===== src/hdl/rsrw_ram.sv =====
`timescale 1ns / 1ps

// Simple dual-port RAM: one write port, one read port with registered data.
module rsrw_ram #(
	parameter int WIDTH = 8,
	parameter int DEPTH = 16
) (
	input  logic                     clk,
	input  logic                     we,
	input  logic [$clog2(DEPTH)-1:0] waddr,
	input  logic [WIDTH-1:0]         wdata,
	input  logic [$clog2(DEPTH)-1:0] raddr,
	output logic [WIDTH-1:0]         rdata
);

	logic [WIDTH-1:0] mem [DEPTH];

	always_ff @(posedge clk) begin
		if (we) begin
			mem[waddr] <= wdata;
		end
		rdata <= mem[raddr];
	end

endmodule


===== config.mk =====
export PLATFORM = sky130hd
export DESIGN_NAME = rsrw_ram
export DESIGN_NICKNAME = d
export VERILOG_FILES = /design/src/hdl/rsrw_ram.sv
export SDC_FILE = /design/constraint.sdc
export NUM_CORES = 1
export LEC_CHECK = 0
export BUFFER_PORTS_ARGS = -buffer_cell sky130_fd_sc_hd__buf_2
export CAP_MARGIN = 20
export CORE_ASPECT_RATIO = 1.4
export CORE_MARGIN = 4
export CORE_UTILIZATION = 50
export CTS_CLUSTER_DIAMETER = 40
export CTS_CLUSTER_SIZE = 20
export DETAILED_ROUTE_END_ITERATION = 7
export PLACE_DENSITY = 0.72
export SETUP_SLACK_MARGIN = 0.2
export SLEW_MARGIN = 20
export SYNTH_ARGS = -nofsm -noshare
export SYNTH_HDL_FRONTEND = slang
export SYNTH_SLANG_ARGS = --single-unit

===== constraint.sdc =====
create_clock -name clk -period 4.6 [get_ports clk]
set_input_delay 0.92 -clock clk [delete_from_list [all_inputs] [get_ports clk]]
set_output_delay 0.92 -clock clk [all_outputs]
set_load 0.02 [all_outputs]

==> results.json, run 1 <==
{
  "yosysWarnings": 0,
  "finalMaxSlewViolations": 0,
  "layout-drive-gt1-share_pct": 26.0,
  "yosysMostFrequentCell": "edfxtp_1",
  "synth_top_flop_cell": "edfxtp_1",
  "ant_nets": 0,
  "portBuffers": 25,
  "synth_common_cells": "128 x edfxtp_1, 18 x mux4_2, 16 x a22oi_1",
  "crit_family": "simple AND/OR/NAND/NOR gates",
  "synth_edf_count": 128,
  "n_fill_cell": 718,
  "synth-seq-cells": 136,
  "p_int_uw": 2320,
  "vias_per_cell": 5.94,
  "first_pass_iters": 4,
  "preCtsSetupSlack_ns": 1.68,
  "ys_async_sr_fraction_pct": 0,
  "fin_worst_skew_ns": 0.00857,
  "multi_input_comb_area_um2": 1070,
  "area_growth_pct": 16.0,
  "post-route-min-period_ns": 2.21,
  "diodes": 0,
  "synthTopCellsByArea": "edfxtp_1 75%, mux4_2 7.9%, mux4_1 7.1%",
  "min_path_type": "flip-flop to flip-flop",
  "path_cells": "buf_2 > or3b_2 > nor2_1",
  "row_count": 43,
  "cts_setup_buffers": 0,
  "crit_fanout": 8,
  "synth_top_area_share_pct": 74.7,
  "startpoint_type": "input port",
  "seq_area_um2": 4000,
  "die_h_um": 128,
  "syn_area_um2": 5150,
  "whs_endpoint": "rdata[2]",
  "coreArea_um2": 10000,
  "track_usage_pct": 18.7,
  "syn_avg_cell_area_um2": 22.5,
  "finalCritPeriodShare_pct": 47.9,
  "fmax_mhz": 454,
  "worstSetupPathType": "input port to flip-flop",
  "r2r_start": "mem[1][1]",
  "switching_share_pct": 19.3,
  "rrSetupSlack_ns": 3.25,
  "fp.dieW_um": 93.8,
  "report.power.total_uw": 2880,
  "gp_routability_congestion": 0.720,
  "holdPathStages": 3,
  "clockBufferDepth": 2,
  "place_area_um2": 5380,
  "p_per_area_nw_per_um2": 482,
  "slowest_delay_ns": 0.69,
  "cp-end-kind": "flip-flop",
  "drv_cap": 0,
  "dieArea_um2": 12000,
  "drt_wl_total_um": 10200,
  "ios": 26,
  "stdcell_area_um2": 5970,
  "worstSkewPairLatency_ns": 0.42,
  "worst_slew_pin_slew_ns": 1.06,
  "cp_slowest_cell": "nor2_1",
  "grt_max_degree": 33,
  "vias": 2446,
  "antenna_found_initial": 0,
  "grt_pass1_vias": 2504,
  "critPathArrivalTime_ns": 2.24,
  "synth_cell_types": 19,
  "layout.nets": 282,
  "p_leak_uw": 0.00199,
  "seqPwrFrac_pct": 48.4,
  "startpoint": "waddr[2]",
  "drc_errors": 0,
  "comb_power_share_pct": 4.5,
  "max_slew_margin_pct": 28.7,
  "status": "finished clean",
  "worst_slack_ns": 2.39,
  "worstPathRequired_ns": 4.64,
  "synth_fp_nets": 247,
  "drt_iter0_markers": 276,
  "reg2reg_depth": 3,
  "finalSetupTns_ns": 0,
  "p_clk_share_pct": 47.0,
  "ir_drop_mv": 0.288,
  "cts_made_buffers": 17,
  "grt_pass1_wl_um": 15400,
  "setup_viol": 0,
  "final_hold_viol_count": 0,
  "cts_root_buf": "clkbuf_16",
  "post_cts_resized": 0,
  "worstPathBufferInverterCount": 1,
  "switching_power_uw": 554,
  "grt_overflow_total": 0,
  "synth_top_cell_by_area": "edfxtp_1",
  "htreeDepth": 4,
  "ctsHoldBuffers": 0,
  "rsz0062_at_grt": "false",
  "cts_sinks": 136,
  "cts_tree": "built",
  "netlist_instances": 229,
  "clkTransAtPathRegs_ns": 0.05,
  "dp_hpwl_um": 6060,
  "initial_core_util_pct": 51.4,
  "r2r-end": "rdata[1]",
  "seq_area_frac_synth_pct": 77.8,
  "wl_per_cell_um": 24.8,
  "min_from": "mem[15][2]"
}
## worst max path at each step
stage | end | cells after the start
final | mem[3][1] | 3
after global routing | mem[2][2] | 3
after CTS | rdata[1] | 4
after detailed placement | rdata[1] | 4
after global placement | mem[0][2] | 3
after floorplan | mem[0][0] | 2
## power by group through the flow
stage / Clock (µW) / Combinational (µW) / Sequential (µW)
3_5_place_dp: 0 / 131 / 1420
4_1_cts: 1360 / 132 / 1400
5_1_grt: 1420 / 142 / 1400
6_report: 1350 / 130 / 1390
2_1_floorplan: 0 / 70.3 / 1430
3_3_place_gp: 0 / 128 / 1420
## cells by family after synthesis
group | after synthesis | share of synthesized area (%)
DFF | 136 | 77.8
and+or+nand+nor | 35 | 3.18
muxes | 32 | 15.0
AOI/OAI and AO/OA | 16 | 2.33
buffers and inverters | 10 | 1.68
## registers in the layout, indices dropped and copies added, names as in the netlist
signal,flops
mem,128
rdata,8
## layer usage
layer	wire, µm	track usage (%)
met2	5420	30.1
met4	229	8.33
met5	0	0
met1	3970	24.2
met3	592	4.58
## worst reg2reg max path, stage by stage, from the launching register on
cell and delay, ns:
edfxtp_1 0.37, mux4_1 0.57, a22oi_1 0.23, nand2_1 0.07
## final cells by class
type / instances / share of cell area (%)
tap: 135 / 2.83
multi-input combinational: 83 / 18.0
clock inverter: 14 / 2.70
sequential: 136 / 67.1
clock buffer: 18 / 7.19
timing repair buffer: 26 / 2.26
## per-stage QoR
stage / utilization [%] / instances / hold slack [ns]
floorplan: - / 229 / 0.629
global route: 59.7 / 412 / 0.716
CTS: 59.6 / 412 / 0.671
detailed placement: 53.7 / 380 / 0.656
finish: 59.7 / 412 / 0.672
global placement: 53.7 / 380 / 0.650
## cells in the final DEF (no fill, tap or decap), drive strengths merged
| master | netlist | layout |
|---|---|---|
| edfxtp | 128 | 128 |
| mux4 | 32 | 32 |
| buf | 7 | 26 |
| clkbuf | 0 | 18 |
| a22oi | 16 | 16 |
| nor2 | 13 | 13 |
| clkinv | 0 | 10 |
| nand2 | 9 | 9 |
| dfxtp | 8 | 8 |
| bufinv | 0 | 4 |
| nor3 | 4 | 4 |
| nand3b | 2 | 2 |
| nand2b | 2 | 2 |
| nor2b | 1 | 1 |
| and2 | 1 | 1 |
| and2b | 1 | 1 |
| nand3 | 1 | 1 |
| or3b | 1 | 1 |
No activity file was read; power rests on OpenSTA's default activity.
==> run 2: changes to the inputs <==
==> constraint.sdc (replaced) <==
create_clock -name clk -period 2.2 [get_ports clk]
set_input_delay 0.44 -clock clk [delete_from_list [all_inputs] [get_ports clk]]
set_output_delay 0.44 -clock clk [all_outputs]
set_load 0.02 [all_outputs]
==> results.json, run 2 (synthesis results as in run 1) <==
{
  "status": "finished clean",
  "coreArea_um2": 10000,
  "vias_per_cell": 5.57,
  "layout-drive-gt1-share_pct": 32.4,
  "finalCritPeriodShare_pct": 66.1,
  "cts_setup_buffers": 0,
  "regMostFlops": "mem",
  "worst_slack_ns": 0.746,
  "critPathArrivalTime_ns": 1.75,
  "slowest_delay_ns": 0.60,
  "row_count": 43,
  "grt_overflow_total": 0,
  "worstSkewPairLatency_ns": 0.41,
  "whs_endpoint": "mem[6][4]",
  "layout.nets": 301,
  "final_hold_viol_count": 0,
  "holdPathStages": 1,
  "htreeDepth": 4,
  "cts_sinks": 136,
  "ir_drop_mv": 0.552,
  "cp-end-kind": "flip-flop",
  "vias": 2399,
  "portBuffers": 25,
  "finalNonFillerCells": 431,
  "max_slew_margin_pct": 51.7,
  "cts_tree": "built",
  "drc_errors": 0,
  "antenna_found_initial": 0,
  "grt_max_degree": 33,
  "preCtsSetupSlack_ns": 0.301,
  "worst_slew_pin_slew_ns": 0.722,
  "r2r_start": "mem[1][1]",
  "reg2reg_depth": 3,
  "fmax_mhz": 688,
  "drv_cap": 0,
  "first_pass_iters": 4,
  "clockBufferDepth": 2,
  "cp_slowest_cell": "mux4_1",
  "rsz0062_at_grt": "false",
  "min_path_type": "input port to flip-flop",
  "ctsHoldBuffers": 0,
  "grt_pass1_vias": 2540,
  "worstSetupPathType": "input port to flip-flop",
  "final_cell_mix": "128 x edfxtp_1, 25 x buf_2, 18 x mux4_2, 18 x buf_4, 17 x clkbuf_16",
  "startpoint_type": "input port",
  "crit_fanout": 32,
  "cts_root_buf": "clkbuf_16",
  "dieArea_um2": 12000,
  "track_usage_pct": 17.4,
  "wl_per_cell_um": 21.6,
  "largestRegisters": "mem x128, rdata x8",
  "path_cells": "buf_2 > buf_12 > mux4_1 > a22oi_1 > nand2_1",
  "p_per_area_nw_per_um2": 988,
  "rrSetupSlack_ns": 0.86,
  "ios": 26,
  "area_growth_pct": 19.6,
  "diodes": 0,
  "post_cts_resized": 0,
  "setup_viol": 0,
  "post-route-min-period_ns": 1.45,
  "fin_worst_skew_ns": 0.00524,
  "largest_reg_flops": 128,
  "r2r-end": "rdata[1]",
  "clkTransAtPathRegs_ns": 0.06,
  "worstPathRequired_ns": 2.49,
  "fin_util_pct": 61.5,
  "finalMaxSlewViolations": 0,
  "ant_nets": 0,
  "drt_wl_total_um": 9330,
  "grt_pass1_wl_um": 14700,
  "gp_routability_congestion": 0.703,
  "cts_made_buffers": 17,
  "fp.dieW_um": 93.8,
  "finalSetupTns_ns": 0,
  "initial_core_util_pct": 51.4,
  "drt_iter0_markers": 198,
  "dp_hpwl_um": 6010,
  "min_from": "wdata[4]",
  "layout_commonest_cell": "edfxtp_1",
  "p_leak_uw": 0.00211,
  "n_fill_cell": 710,
  "die_h_um": 128,
  "dpl.cell_count": 399
}
run 2: worst max path at each step:
stage          startpoint   endpoint  slack (ns)  depth (start not counted)
2_1_floorplan    waddr[2]  mem[0][0]        0.27                          2
3_3_place_gp     raddr[0]   rdata[2]        0.32                          5
3_5_place_dp     raddr[0]   rdata[1]        0.30                          5
4_1_cts          raddr[0]   rdata[2]        0.75                          5
5_1_grt          raddr[0]   rdata[2]        0.67                          5
6_report         raddr[0]   rdata[2]        0.75                          5
run 2: area by class of cell:
type	count	area (µm²)	area share, %
sequential	136	4000	65.0
multi-input combinational	83	1060	17.2
clock buffer	21	480	7.80
timing repair buffer	45	300	4.88
tap	135	169	2.74
clock inverter	11	145	2.36
run 2: worst max-delay path: cells and delay by family:
kind | cells | cell delay (ns)
AOI/OAI and AO/OA | 1 | 0.24
buffers and inverters | 2 | 0.36
muxes | 1 | 0.60
and+or+nand+nor | 1 | 0.09
run 2: power breakdown:
| part | total [µW] | switching [µW] | internal (µW) |
|---|---|---|---|
| Combinational | 282 | 165 | 117 |
| Sequential | 2910 | 16.3 | 2900 |
| Clock | 2880 | 986 | 1900 |
| Total | 6080 | 1170 | 4910 |
run 2: routing by layer:
layer | vias to the layer above | GRT usage, % | routed length [µm]
li1 | 1078 | - | -
met1 | 1241 | 21.0 | 3620
met2 | 69 | 29.5 | 5170
met3 | 11 | 4.29 | 375
met4 | 0 | 8.16 | 158
met5 | - | 0 | 0
run 2: metrics by stage:
step / total power, µW / area (µm²) / hold slack, ns
2_1_floorplan: 3130 / 5150 / 0.539
3_3_place_gp: 3250 / 5530 / 0.654
3_5_place_dp: 3250 / 5530 / 0.672
4_1_cts: 6130 / 6160 / 0.396
5_1_grt: 6280 / 6160 / 0.409
6_report: 6080 / 6160 / 0.407
==> run 3: changes to the inputs <==
==> constraint.sdc (replaced) <==
create_clock -name clk -period 1.36 [get_ports clk]
set_input_delay 0.272 -clock clk [delete_from_list [all_inputs] [get_ports clk]]
set_output_delay 0.272 -clock clk [all_outputs]
set_load 0.02 [all_outputs]
==> results.json, run 3 (synthesis results as in run 1) <==
{
  "cp-end-kind": "flip-flop",
  "worstSetupPathType": "flip-flop to flip-flop",
  "layout.nets": 314,
  "finalSetupTns_ns": 0,
  "startpoint_type": "flip-flop",
  "crit_fanout": 1,
  "grt_overflow_total": 0,
  "cts_made_buffers": 17,
  "worstPathRequired_ns": 1.64,
  "initial_core_util_pct": 51.4,
  "reg2reg_depth": 3,
  "clkTransAtPathRegs_ns": 0.05,
  "ios": 26,
  "fmax_mhz": 774,
  "coreArea_um2": 10000,
  "cts_root_buf": "clkbuf_16",
  "grt_pass1_vias": 2628,
  "setup_viol": 0,
  "stdcell_area_um2": 6390,
  "drc_errors": 0,
  "place_area_um2": 5720,
  "min_from": "wdata[2]",
  "rrSetupSlack_ns": 0.07,
  "drv_cap": 0,
  "rsz0062_at_grt": "true",
  "cts_sinks": 136,
  "htreeDepth": 4,
  "status": "finished clean",
  "report.power.total_uw": 9840,
  "holdPathStages": 1,
  "largestRegisters": "mem x128, rdata x8",
  "worstSkewPairLatency_ns": 0.41,
  "finalMaxSlewViolations": 0,
  "cts_tree": "built",
  "track_usage_pct": 18.2,
  "whs_endpoint": "mem[3][2]",
  "max_slew_margin_pct": 39.7,
  "preCtsSetupSlack_ns": -0.296,
  "layout_commonest_cell": "edfxtp_1",
  "r2r_start": "mem[3][4]",
  "p_per_area_nw_per_um2": 1540,
  "portBuffers": 25,
  "first_pass_iters": 4,
  "vias": 2527,
  "ir_drop_mv": 0.790,
  "diodes": 0,
  "gp_routability_congestion": 0.758,
  "antenna_found_initial": 0,
  "drt_iter0_markers": 175,
  "critPathArrivalTime_ns": 1.58,
  "final_cell_mix": "128 x edfxtp_1, 32 x mux4_2, 29 x buf_4, 17 x clkbuf_16, 17 x buf_2",
  "finalCritPeriodShare_pct": 95.0,
  "n_fill_cell": 686,
  "clockBufferDepth": 2,
  "layout-drive-gt1-share_pct": 45.3,
  "fp.dieW_um": 93.8,
  "p_leak_uw": 0.00214,
  "final_hold_viol_count": 0,
  "dp_hpwl_um": 6400,
  "dieArea_um2": 12000,
  "post-route-min-period_ns": 1.29,
  "fin_worst_skew_ns": 0.00765,
  "r2r-end": "rdata[4]",
  "worst_slew_pin_slew_ns": 0.901,
  "grt_max_degree": 25,
  "ctsHoldBuffers": 0,
  "min_path_type": "input port to flip-flop",
  "drt_wl_total_um": 9700,
  "regMostFlops": "mem",
  "wl_per_cell_um": 21.8,
  "ant_nets": 0,
  "vias_per_cell": 5.69,
  "die_h_um": 128,
  "largest_reg_flops": 128,
  "grt_pass1_wl_um": 15200,
  "row_count": 43,
  "fin_util_pct": 63.8,
  "area_growth_pct": 24.1,
  "worst_slack_ns": 0.0674
}
==> run 3: final cells by class <==
class,count,area (µm²),share of cell area [%]
sequential,136,4010,62.8
multi-input combinational,83,1110,17.4
timing repair buffer,58,499,7.82
clock buffer,23,478,7.48
tap,135,169,2.64
clock inverter,9,123,1.92
==> run 3: routing by layer <==
metal | vias up | part of all wire, % | GRT usage [%]
met1 | 1334 | 39 | 22.9
met5 | - | 0 | 0
li1 | 1097 | - | -
met3 | 8 | 5.5 | 5.75
met2 | 88 | 55 | 30.3
met4 | 0 | 0.96 | 5.36
==> run 3: per-stage QoR <==
stage,hold WS (ns),std cells
finish,0.248,444
global route,0.236,444
CTS,0.229,444
detailed placement,0.666,412
global placement,0.648,412
floorplan,0.371,229
==> run 3: how the worst max path moves through the flow <==
stage | startpoint | endpoint | slack (ns) | depth (start not counted)
floorplan | waddr[2] | mem[0][0] | -0.02 | 2
global placement | raddr[0] | rdata[5] | -0.29 | 5
detailed placement | raddr[0] | rdata[1] | -0.30 | 5
CTS | mem[2][1] | rdata[1] | 0.09 | 3
global route | mem[0][4] | rdata[4] | 0.02 | 3
finish | mem[3][4] | rdata[4] | 0.07 | 3
==> run 3: timing repair <==
action	CTS	global route
cloned	0	0
endpoints found under the setup margin	12	16
setup buffers	0	0
pin swaps	2	3
resized for setup	10	14
==> run 3: power by group <==
part | total (µW) | internal, µW | switching, µW
Sequential | 4720 | 4690 | 30.6
Combinational | 554 | 255 | 298
Clock | 4560 | 3010 | 1550
Total | 9840 | 7960 | 1880
==> run 3: critical path, cell delays in order (launching register included) <==
cell and delay (ns):
edfxtp_1 0.35, mux4_2 0.49, a22oi_2 0.23, nand2_1 0.09
